$ cat config.mk
export PLATFORM = sky130hd
export DESIGN_NAME = imu_angle_frame_filter_flat
export DESIGN_NICKNAME = d
export VERILOG_FILES = /design/src/rtl/iaff_pkg.sv /design/src/rtl/iaff_in_if.sv /design/src/rtl/iaff_out_if.sv /design/src/rtl/iaff_cfg_if.sv /design/src/rtl/imu_angle_frame_filter.sv /design/src/flat_wrapper.sv
export VERILOG_INCLUDE_DIRS = /design/src /design/src/rtl
export SDC_FILE = /design/constraint.sdc
export NUM_CORES = 2
export LEC_CHECK = 0
export ABC_AREA = 0
export BUFFER_PORTS_ARGS = -buffer_cell sky130_fd_sc_hd__buf_4
export CORE_MARGIN = 10
export CORE_UTILIZATION = 60
export DETAILED_ROUTE_END_ITERATION = 8
export PLACE_DENSITY = 0.77
export SYNTH_ARGS = -nofsm -noshare
export SYNTH_HDL_FRONTEND = slang
export SYNTH_SLANG_ARGS = --single-unit
$ cat constraint.sdc
create_clock -name clk -period 19.9 [get_ports clk]
set_input_delay 3.98 -clock clk [delete_from_list [all_inputs] [get_ports clk]]
set_output_delay 3.98 -clock clk [all_outputs]
set_load 0.005 [all_outputs]
$ cat src/rtl/imu_angle_frame_filter_assert.svh
// Assertion macros for the angle frame filter.
// Each check is sampled on the rising edge of clk and is skipped while rst_n is low.
`ifndef IMU_ANGLE_FRAME_FILTER_ASSERT_SVH
`define IMU_ANGLE_FRAME_FILTER_ASSERT_SVH

// When the condition holds, the expectation must hold in the same cycle.
`define IAFF_ASSERT_NOW(label, cond, expect_now) \
  label: assert property (@(posedge clk) disable iff (!rst_n) (cond) |-> (expect_now)) \
    else $error("iaff check failed");

// When the condition holds, the expectation must hold in the next cycle.
`define IAFF_ASSERT_NEXT(label, cond, expect_next) \
  label: assert property (@(posedge clk) disable iff (!rst_n) (cond) |=> (expect_next)) \
    else $error("iaff check failed");

`endif

$ cat src/rtl/iaff_pkg.sv
package iaff_pkg;

  // Frame layout.
  localparam int BYTE_W        = 8;
  localparam int PAYLOAD_BYTES = 6;
  localparam logic [BYTE_W-1:0] HEADER_BYTE = 8'hAA;
  localparam logic [BYTE_W-1:0] TAIL_BYTE   = 8'h55;
  localparam int POS_W = 3;
  localparam logic [POS_W-1:0] POS_HEADER = 3'd0;
  localparam logic [POS_W-1:0] POS_TAIL   = 3'd7;

  // Angle and filter widths.
  localparam int ANGLE_W          = 16;
  localparam int SMOOTH_W         = 24;
  localparam int FILTER_FRAC_BITS = 8;
  localparam int ALPHA_W          = 9;
  localparam int TILT_W           = 15;
  localparam int LIMIT_W          = 16;
  localparam int TGT_W  = ANGLE_W + FILTER_FRAC_BITS;
  localparam int DIFF_W = ((TGT_W > SMOOTH_W) ? TGT_W : SMOOTH_W) + 1;
  localparam int PROD_W = DIFF_W + ALPHA_W + 1;

  typedef logic signed [ANGLE_W-1:0]  angle_t;
  typedef logic signed [SMOOTH_W-1:0] smooth_t;

  // Result status codes.
  localparam logic [1:0] ST_ACCEPT   = 2'd0;
  localparam logic [1:0] ST_BAD_TAIL = 2'd1;
  localparam logic [1:0] ST_RANGE    = 2'd2;
  localparam logic [1:0] ST_JUMP     = 2'd3;

  // Configuration register map.
  localparam int CFG_ADDR_W = 3;
  localparam int CFG_DATA_W = 16;
  localparam logic [CFG_ADDR_W-1:0] CFG_ALPHA      = 3'd0;
  localparam logic [CFG_ADDR_W-1:0] CFG_TILT_LIM   = 3'd1;
  localparam logic [CFG_ADDR_W-1:0] CFG_YAW_LIM    = 3'd2;
  localparam logic [CFG_ADDR_W-1:0] CFG_TILT_JUMP  = 3'd3;
  localparam logic [CFG_ADDR_W-1:0] CFG_YAW_JUMP   = 3'd4;

  // Register values after reset.
  localparam logic [ALPHA_W-1:0] ALPHA_RST     = 9'd77;
  localparam logic [TILT_W-1:0]  TILT_LIM_RST  = 15'd18000;
  localparam logic [LIMIT_W-1:0] YAW_LIM_RST   = 16'd36000;
  localparam logic [LIMIT_W-1:0] TILT_JUMP_RST = 16'd9000;
  localparam logic [LIMIT_W-1:0] YAW_JUMP_RST  = 16'd18000;

endpackage

$ cat src/rtl/iaff_in_if.sv
interface iaff_in_if;
  import iaff_pkg::*;

  logic              valid;
  logic              ready;
  logic [BYTE_W-1:0] rx_byte;

  modport source (output valid, output rx_byte, input ready);
  modport sink (input valid, input rx_byte, output ready);
endinterface

$ cat src/rtl/iaff_out_if.sv
interface iaff_out_if;
  import iaff_pkg::*;

  logic       valid;
  logic       ready;
  logic [1:0] frame_status;
  angle_t     yaw_sample;
  angle_t     pitch_sample;
  angle_t     roll_sample;
  smooth_t    yaw_smoothed;
  smooth_t    pitch_smoothed;
  smooth_t    roll_smoothed;

  modport source (
    output valid, output frame_status,
    output yaw_sample, output pitch_sample, output roll_sample,
    output yaw_smoothed, output pitch_smoothed, output roll_smoothed,
    input ready
  );
  modport sink (
    input valid, input frame_status,
    input yaw_sample, input pitch_sample, input roll_sample,
    input yaw_smoothed, input pitch_smoothed, input roll_smoothed,
    output ready
  );
endinterface

$ cat src/rtl/iaff_cfg_if.sv
interface iaff_cfg_if;
  import iaff_pkg::*;

  logic                  valid;
  logic                  ready;
  logic [CFG_ADDR_W-1:0] addr;
  logic [CFG_DATA_W-1:0] wdata;

  modport source (output valid, output addr, output wdata, input ready);
  modport sink (input valid, input addr, input wdata, output ready);
endinterface

$ cat src/rtl/imu_angle_frame_filter.sv
// Angle frame filter: takes one received serial byte per transaction, one per clock, and
// frames 8-byte packets (0xAA header, big-endian signed yaw, pitch, roll, 0x55 tail). A
// byte other than 0xAA at the header position is dropped. Each completed frame gives one
// result with a status (accepted, bad tail, angle out of range, jump too large), the
// decoded angles and the three smoothed angles; only accepted frames move the filters and
// the last accepted angles. The tail byte loads the frame register; when the output register
// is free, the frame passes through the checks and the three 10x25-bit filter multipliers
// into the output register. Input bytes are taken every cycle; only a frame waiting behind
// an unread result stalls the input. Configuration writes are always taken and should be
// made while no frame is in flight.
module imu_angle_frame_filter (
  input logic        clk,
  input logic        rst_n,
  iaff_cfg_if.sink   cfg_ch,
  iaff_in_if.sink    in_ch,
  iaff_out_if.source out_ch
);
  import iaff_pkg::*;

  `include "imu_angle_frame_filter_assert.svh"

  // Absolute value of a 17-bit signed number.
  function automatic logic [ANGLE_W:0] abs17(input logic signed [ANGLE_W:0] v);
    abs17 = v[ANGLE_W] ? (ANGLE_W+1)'(-v) : v;
  endfunction

  // One filter step with saturation to the smoothed range.
  function automatic smooth_t filt_step(input smooth_t f, input angle_t x,
                                        input logic [ALPHA_W-1:0] alpha);
    logic signed [DIFF_W-1:0] tgt;
    logic signed [DIFF_W-1:0] diff;
    logic signed [PROD_W-1:0] prod;
    logic signed [PROD_W-1:0] sum;
    logic [PROD_W-SMOOTH_W:0] top;
    tgt  = DIFF_W'(x) <<< FILTER_FRAC_BITS;
    diff = tgt - DIFF_W'(f);
    prod = PROD_W'($signed({1'b0, alpha})) * PROD_W'(diff);
    sum  = PROD_W'(f) + (prod >>> FILTER_FRAC_BITS);
    top  = sum[PROD_W-1:SMOOTH_W-1];
    if (top == '0 || top == '1) begin
      filt_step = sum[SMOOTH_W-1:0];
    end else if (sum[PROD_W-1]) begin
      filt_step = {1'b1, {(SMOOTH_W-1){1'b0}}};
    end else begin
      filt_step = {1'b0, {(SMOOTH_W-1){1'b1}}};
    end
  endfunction

  // Configuration registers.
  logic [ALPHA_W-1:0] alpha_r;
  logic [TILT_W-1:0]  tilt_lim_r;
  logic [LIMIT_W-1:0] yaw_lim_r;
  logic [LIMIT_W-1:0] tilt_jump_r;
  logic [LIMIT_W-1:0] yaw_jump_r;

  // Framing state.
  logic [POS_W-1:0]  pos_r, pos_nxt;
  logic [BYTE_W-1:0] pl_r [PAYLOAD_BYTES];

  // Frame register.
  logic   fr_valid_r, fr_valid_nxt;
  logic   fr_tail_ok_r;
  angle_t fr_ang_r [3];

  // Filter state.
  angle_t  last_r [3];
  smooth_t sm_r [3];

  // Output register.
  logic       out_valid_r, out_valid_nxt;
  logic [1:0] out_status_r;
  angle_t     out_ang_r [3];
  smooth_t    out_sm_r [3];

  logic       in_acc;
  logic       out_free;
  logic       fire;
  logic       range_bad;
  logic       jump_bad;
  logic [1:0] status;
  logic [ANGLE_W:0] ang_abs [3];
  logic [ANGLE_W:0] jump_abs [3];
  smooth_t    sm_upd [3];

  // Handshakes.
  assign cfg_ch.ready = 1'b1;
  assign out_free     = !out_valid_r || out_ch.ready;
  assign fire         = fr_valid_r && out_free;
  assign in_ch.ready  = !fr_valid_r || out_free;
  assign in_acc       = in_ch.valid && in_ch.ready;

  // Configuration writes; addresses past the map are ignored.
  always_ff @(posedge clk) begin
    if (!rst_n) begin
      alpha_r     <= ALPHA_RST;
      tilt_lim_r  <= TILT_LIM_RST;
      yaw_lim_r   <= YAW_LIM_RST;
      tilt_jump_r <= TILT_JUMP_RST;
      yaw_jump_r  <= YAW_JUMP_RST;
    end else if (cfg_ch.valid) begin
      case (cfg_ch.addr)
        CFG_ALPHA:     alpha_r     <= cfg_ch.wdata[ALPHA_W-1:0];
        CFG_TILT_LIM:  tilt_lim_r  <= cfg_ch.wdata[TILT_W-1:0];
        CFG_YAW_LIM:   yaw_lim_r   <= cfg_ch.wdata;
        CFG_TILT_JUMP: tilt_jump_r <= cfg_ch.wdata;
        CFG_YAW_JUMP:  yaw_jump_r  <= cfg_ch.wdata;
        default: begin
        end
      endcase
    end
  end

  // Byte position: wait for a header, then count payload bytes up to the tail.
  always_comb begin
    pos_nxt = pos_r;
    if (in_acc) begin
      if (pos_r == POS_HEADER) begin
        pos_nxt = (in_ch.rx_byte == HEADER_BYTE) ? POS_W'(1) : POS_HEADER;
      end else begin
        pos_nxt = pos_r + POS_W'(1);
      end
    end
  end

  // The frame register loads on the tail byte and empties when its result is stored.
  always_comb begin
    fr_valid_nxt = fr_valid_r;
    if (fire) begin
      fr_valid_nxt = 1'b0;
    end
    if (in_acc && pos_r == POS_TAIL) begin
      fr_valid_nxt = 1'b1;
    end
  end

  assign out_valid_nxt = fire || (out_valid_r && !out_ch.ready);

  always_ff @(posedge clk) begin
    if (!rst_n) begin
      pos_r       <= POS_HEADER;
      fr_valid_r  <= 1'b0;
      out_valid_r <= 1'b0;
    end else begin
      pos_r       <= pos_nxt;
      fr_valid_r  <= fr_valid_nxt;
      out_valid_r <= out_valid_nxt;
    end
  end

  // Payload bytes shift in; the oldest ends up at the top.
  always_ff @(posedge clk) begin
    if (in_acc && pos_r != POS_HEADER && pos_r != POS_TAIL) begin
      pl_r[0] <= in_ch.rx_byte;
      for (int i = 1; i < PAYLOAD_BYTES; i++) begin
        pl_r[i] <= pl_r[i-1];
      end
    end
  end

  // Decode the angles into the frame register when the tail byte arrives.
  always_ff @(posedge clk) begin
    if (in_acc && pos_r == POS_TAIL) begin
      fr_tail_ok_r <= (in_ch.rx_byte == TAIL_BYTE);
      fr_ang_r[0]  <= {pl_r[5], pl_r[4]};
      fr_ang_r[1]  <= {pl_r[3], pl_r[2]};
      fr_ang_r[2]  <= {pl_r[1], pl_r[0]};
    end
  end

  // Range and jump checks plus the filter candidates.
  always_comb begin
    for (int i = 0; i < 3; i++) begin
      ang_abs[i]  = abs17((ANGLE_W+1)'(fr_ang_r[i]));
      jump_abs[i] = abs17((ANGLE_W+1)'(fr_ang_r[i]) - (ANGLE_W+1)'(last_r[i]));
      sm_upd[i]   = filt_step(sm_r[i], fr_ang_r[i], alpha_r);
    end
    range_bad = (ang_abs[0] > (ANGLE_W+1)'(yaw_lim_r))
             || (ang_abs[1] > (ANGLE_W+1)'(tilt_lim_r))
             || (ang_abs[2] > (ANGLE_W+1)'(tilt_lim_r));
    jump_bad  = (jump_abs[0] > (ANGLE_W+1)'(yaw_jump_r))
             || (jump_abs[1] > (ANGLE_W+1)'(tilt_jump_r))
             || (jump_abs[2] > (ANGLE_W+1)'(tilt_jump_r));
    if (!fr_tail_ok_r) begin
      status = ST_BAD_TAIL;
    end else if (range_bad) begin
      status = ST_RANGE;
    end else if (jump_bad) begin
      status = ST_JUMP;
    end else begin
      status = ST_ACCEPT;
    end
  end

  // Filter state moves only on an accepted frame.
  always_ff @(posedge clk) begin
    if (!rst_n) begin
      for (int i = 0; i < 3; i++) begin
        last_r[i] <= '0;
        sm_r[i]   <= '0;
      end
    end else if (fire && status == ST_ACCEPT) begin
      for (int i = 0; i < 3; i++) begin
        last_r[i] <= fr_ang_r[i];
        sm_r[i]   <= sm_upd[i];
      end
    end
  end

  // Output register.
  always_ff @(posedge clk) begin
    if (fire) begin
      out_status_r <= status;
      for (int i = 0; i < 3; i++) begin
        out_ang_r[i] <= fr_ang_r[i];
        out_sm_r[i]  <= (status == ST_ACCEPT) ? sm_upd[i] : sm_r[i];
      end
    end
  end

  assign out_ch.valid          = out_valid_r;
  assign out_ch.frame_status   = out_status_r;
  assign out_ch.yaw_sample     = out_ang_r[0];
  assign out_ch.pitch_sample   = out_ang_r[1];
  assign out_ch.roll_sample    = out_ang_r[2];
  assign out_ch.yaw_smoothed   = out_sm_r[0];
  assign out_ch.pitch_smoothed = out_sm_r[1];
  assign out_ch.roll_smoothed  = out_sm_r[2];

  // A tail byte always hands a frame on and restarts the header search.
  `IAFF_ASSERT_NEXT(a_tail_loads, in_acc && pos_r == POS_TAIL, fr_valid_r && pos_r == POS_HEADER)
  // The input only stalls behind a waiting frame.
  `IAFF_ASSERT_NOW(a_stall_cause, !in_ch.ready, fr_valid_r && out_valid_r)
  // A shown result's yaw and roll smoothed angles always match the current filter state.
  `IAFF_ASSERT_NOW(a_sm_match, out_valid_r, out_sm_r[0] == sm_r[0] && out_sm_r[2] == sm_r[2])
  // An accepted result's yaw and pitch angles are the last accepted angles.
  `IAFF_ASSERT_NOW(a_last_match, out_valid_r && out_status_r == ST_ACCEPT,
                   out_ang_r[0] == last_r[0] && out_ang_r[1] == last_r[1])

endmodule
$ cat src/flat_wrapper.sv
// flat-port wrapper written by rule: the top's interface ports become plain ports
module imu_angle_frame_filter_flat import iaff_pkg::*;
  (clk, rst_n, cfg_ch_valid, cfg_ch_addr, cfg_ch_wdata, cfg_ch_ready, in_ch_valid, in_ch_rx_byte, in_ch_ready, out_ch_valid, out_ch_frame_status, out_ch_yaw_sample, out_ch_pitch_sample, out_ch_roll_sample, out_ch_yaw_smoothed, out_ch_pitch_smoothed, out_ch_roll_smoothed, out_ch_ready);
  iaff_cfg_if cfg_ch_i ();
  iaff_in_if in_ch_i ();
  iaff_out_if out_ch_i ();
  input logic clk;
  input logic rst_n;
  input wire logic [$bits(cfg_ch_i.valid)-1:0] cfg_ch_valid;
  input wire logic [$bits(cfg_ch_i.addr)-1:0] cfg_ch_addr;
  input wire logic [$bits(cfg_ch_i.wdata)-1:0] cfg_ch_wdata;
  output wire logic [$bits(cfg_ch_i.ready)-1:0] cfg_ch_ready;
  input wire logic [$bits(in_ch_i.valid)-1:0] in_ch_valid;
  input wire logic [$bits(in_ch_i.rx_byte)-1:0] in_ch_rx_byte;
  output wire logic [$bits(in_ch_i.ready)-1:0] in_ch_ready;
  output wire logic [$bits(out_ch_i.valid)-1:0] out_ch_valid;
  output wire logic [$bits(out_ch_i.frame_status)-1:0] out_ch_frame_status;
  output wire logic [$bits(out_ch_i.yaw_sample)-1:0] out_ch_yaw_sample;
  output wire logic [$bits(out_ch_i.pitch_sample)-1:0] out_ch_pitch_sample;
  output wire logic [$bits(out_ch_i.roll_sample)-1:0] out_ch_roll_sample;
  output wire logic [$bits(out_ch_i.yaw_smoothed)-1:0] out_ch_yaw_smoothed;
  output wire logic [$bits(out_ch_i.pitch_smoothed)-1:0] out_ch_pitch_smoothed;
  output wire logic [$bits(out_ch_i.roll_smoothed)-1:0] out_ch_roll_smoothed;
  input wire logic [$bits(out_ch_i.ready)-1:0] out_ch_ready;
  assign cfg_ch_i.valid = cfg_ch_valid;
  assign cfg_ch_i.addr = cfg_ch_addr;
  assign cfg_ch_i.wdata = cfg_ch_wdata;
  assign cfg_ch_ready = cfg_ch_i.ready;
  assign in_ch_i.valid = in_ch_valid;
  assign in_ch_i.rx_byte = in_ch_rx_byte;
  assign in_ch_ready = in_ch_i.ready;
  assign out_ch_valid = out_ch_i.valid;
  assign out_ch_frame_status = out_ch_i.frame_status;
  assign out_ch_yaw_sample = out_ch_i.yaw_sample;
  assign out_ch_pitch_sample = out_ch_i.pitch_sample;
  assign out_ch_roll_sample = out_ch_i.roll_sample;
  assign out_ch_yaw_smoothed = out_ch_i.yaw_smoothed;
  assign out_ch_pitch_smoothed = out_ch_i.pitch_smoothed;
  assign out_ch_roll_smoothed = out_ch_i.roll_smoothed;
  assign out_ch_i.ready = out_ch_ready;
  imu_angle_frame_filter u_core (.clk(clk), .rst_n(rst_n), .cfg_ch(cfg_ch_i), .in_ch(in_ch_i), .out_ch(out_ch_i));
endmodule
==> metrics.cfg <==
[floorplan]
rows = 106
die-area_um2 = 97000
start_util = 0.607
die_w_um = 311
die_h_um = 311
coreArea_um2 = 84000
pin_count = 157

[layout]
mostFrequentLayoutCell = inv_1
syn2layout_area_growth_pct = 8.04
final_layout_size_suffix_gt1_frac = 0.0671
fin_util = 0.656
layout_common_cells = inv_1, nand2_1, fa_1, ha_1, and2_1
fillCellCount = 6817
nets = 6741

[setup_path]
arrival_ps = 12020
critPathRequiredTime_ps = 20260
worst-path-max-fanout = 23
slowest_stage = o41a_1
endpoint_kind = register
startpoint = u_core.sm_r[0][24]
crit_top_cell = fa_1
max_stage_delay_ps = 810
crit-reg2reg-launch = u_core.sm_r[0][24]
criticalPathCategory = register to register
worstSetupStartpointType = register

[clock_network]
clk_latency_ps = 640
cts-resized-gates = 0
cts_buffer_depth = 3
cts_hold_buf = 0
cts_tree = done
cts_made_buffers = 50
cts_sinks = 416
h-tree-depth = 2
path_clk_slew_ps = 80
cts_root_buf = clkbuf_16
post-cts-setup-buffers = 0

[grt]
track_usage = 0.271
antenna_found_initial = 1
grt_max_degree = 121
grt_pass1_wl_mm = 214
grt_pass1_vias = 41000
overflow = 0

[detailed_routing]
drc = 0
vias = 39500
via_per_inst = 5.79
routedWlPerCell_um = 19.2
drt-total-wl_mm = 131
firstDrtPassIters = 6
initialDrtViolationCount = 2894
ant_nets = 0

[power]
p_sw_frac = 0.498
p_seq_frac = 0.117
vdd_drop_max_uv = 186
p_leak_nw = 26.1
clockPowerShare = 0.120
power_switching_mw = 4.09
p_per_area_nw_per_um2 = 149
p_int_mw = 4.12
comb_power_share = 0.763
power_mw = 8.22

[yosys]
synthesis.nets = 6637
synth.distinct_cells = 90
netlist_instances = 5536
synth-seq-area-share = 0.230
async_flop_share = 0
yosys_most_used_dff = edfxtp_1
syn_area_per_cell_um2 = 9.21
yosys_warnings = 0
synth_edf_count = 339
synth_area_um2 = 51000
ys_ff_latch = 416

[sta]
slew_headroom = 0.157
fin_skew_ps = 31.0
maxSlewViolCount = 0
finalSetupTns_ps = 0
fin_crit_ps = 11660
worst_slack_ps = 8240
hold_viol_final = 0
rsz0062_at_grt = no
worst_pin_slew_ps = 1260
fin_crit_sh = 0.586
fmax_mhz = 85.7
setup_viol = 0

[hold_path]
worstHoldPathType = register to register
hold_path_startpoint = u_core.pl_r[5][7]

[placement]
routabilityCongestion = 0.917
dpl_worst_slack_ps = 8480
port_buffers = 155
hpwl_mm = 100

[outcome]
outcome = finished clean

[flow_run]
max-cap-violations = 0

sequential cells by signal, summed over array words and instances (netlist names):
name,flops
u_core.out_ang_r,48
u_core.yaw_jump_r,16
u_core.last_r,48
u_core.pl_r,48
u_core.fr_tail_ok_r,1
u_core.tilt_jump_r,16
u_core.pos_r,3
u_core.fr_ang_r,48
u_core.yaw_lim_r,16
u_core.sm_r,72
u_core.alpha_r,9
u_core.out_ch.valid,1
u_core.tilt_lim_r,15
u_core.out_sm_r,72
u_core.fr_valid_r,1
u_core.out_ch.frame_status,2
synth_stat cells, types with 38 or more instances:
cell type	instances	share of area
xnor2_1	229	0.039
o21a_1	65	0.0096
xor2_1	78	0.013
nand2_1	612	0.045
o211ai_1	38	0.0056
edfxtp_1	339	0.20
a21o_1	84	0.012
nor3_1	81	0.0080
and2_1	344	0.042
dfxtp_1	77	0.030
fa_1	558	0.22
a21oi_1	241	0.024
ha_1	511	0.13
nand2b_1	41	0.0050
clkbuf_1	125	0.0092
nor2_1	296	0.022
nand3_1	66	0.0065
inv_1	952	0.070
a21boi_0	55	0.0081
o21ai_0	163	0.016
nor2b_1	64	0.0079
per-layer routing:
layer  vias to the layer above  part of all wire  track usage
met5                         -                 0            0
met4                         0             0.033       0.0908
met3                       261             0.071       0.0378
met2                      1292              0.47        0.451
met1                     19500              0.42        0.359
li1                      18400                 -            -
critical path: cells and delay by family, from the launching register on:
kind                       cells  cell delay [ps]
AOI/OAI and AO/OA             18             5040
adders and majority gates      8             3380
and+or+nand+nor                7              880
xor gates and xnor gates       2              690
DFF                            1              570
muxes                          2              490
buffers and inverters          4              300
kinds of logic (layout without fill, tap and decap cells):
logic type               Yosys count  count (layout)  synth area share
AO/OA/AOI/OAI                    918             918             0.119
XOR/XNOR                         307             307            0.0528
adder cells (fa/ha/maj)         1069            1069             0.345
buffers and inverters           1107            1252            0.0836
flip-flops                       416             416             0.230
multiplexers                      49              49            0.0102
other                              1               2         0.0000736
AND/OR/NAND/NOR                 1669            1669             0.160
worst paths after layout:
check,cells after the start,end,slack (ps)
hold reg to reg,0,u_core.fr_ang_r[0][15],420
hold / removal,0,u_core.fr_ang_r[0][15],420
setup reg to reg,41,u_core.out_sm_r[0][39],8240
setup / recovery,41,u_core.out_sm_r[0][39],8240
final cells by class:
type	count	area (um^2)	share of cell area
Antenna cell	1	2.50	0.0000454
Clock buffer	58	1330	0.0242
Clock inverter	35	415	0.00754
Inverter	952	3580	0.0650
Multi-Input combinational cell	4013	35000	0.636
Sequential cell	416	11700	0.213
Tap cell	1134	1420	0.0258
Timing Repair Buffer	207	1570	0.0284
stage by stage:
stage / cells / cell area (um^2) / hold slack (ps)
after global routing: 6815 / 55100 / 433
after global placement: 6722 / 53300 / 402
after floorplan: 5536 / 51000 / 400
after detailed placement: 6722 / 53300 / 405
after CTS: 6815 / 55100 / 420
final: 6816 / 55100 / 421
power by group through the flow:
| stage | clock network [mW] | logic [mW] | registers [mW] |
|---|---|---|---|
| after floorplan | 0 | 4.92 | 0.972 |
| after global placement | 0 | 6.03 | 0.976 |
| after detailed placement | 0 | 6.14 | 0.977 |
| after CTS | 1.00 | 6.19 | 0.958 |
| after global routing | 1.03 | 7.03 | 0.960 |
| final | 0.989 | 6.27 | 0.959 |
(Power assumes the default switching activity.)
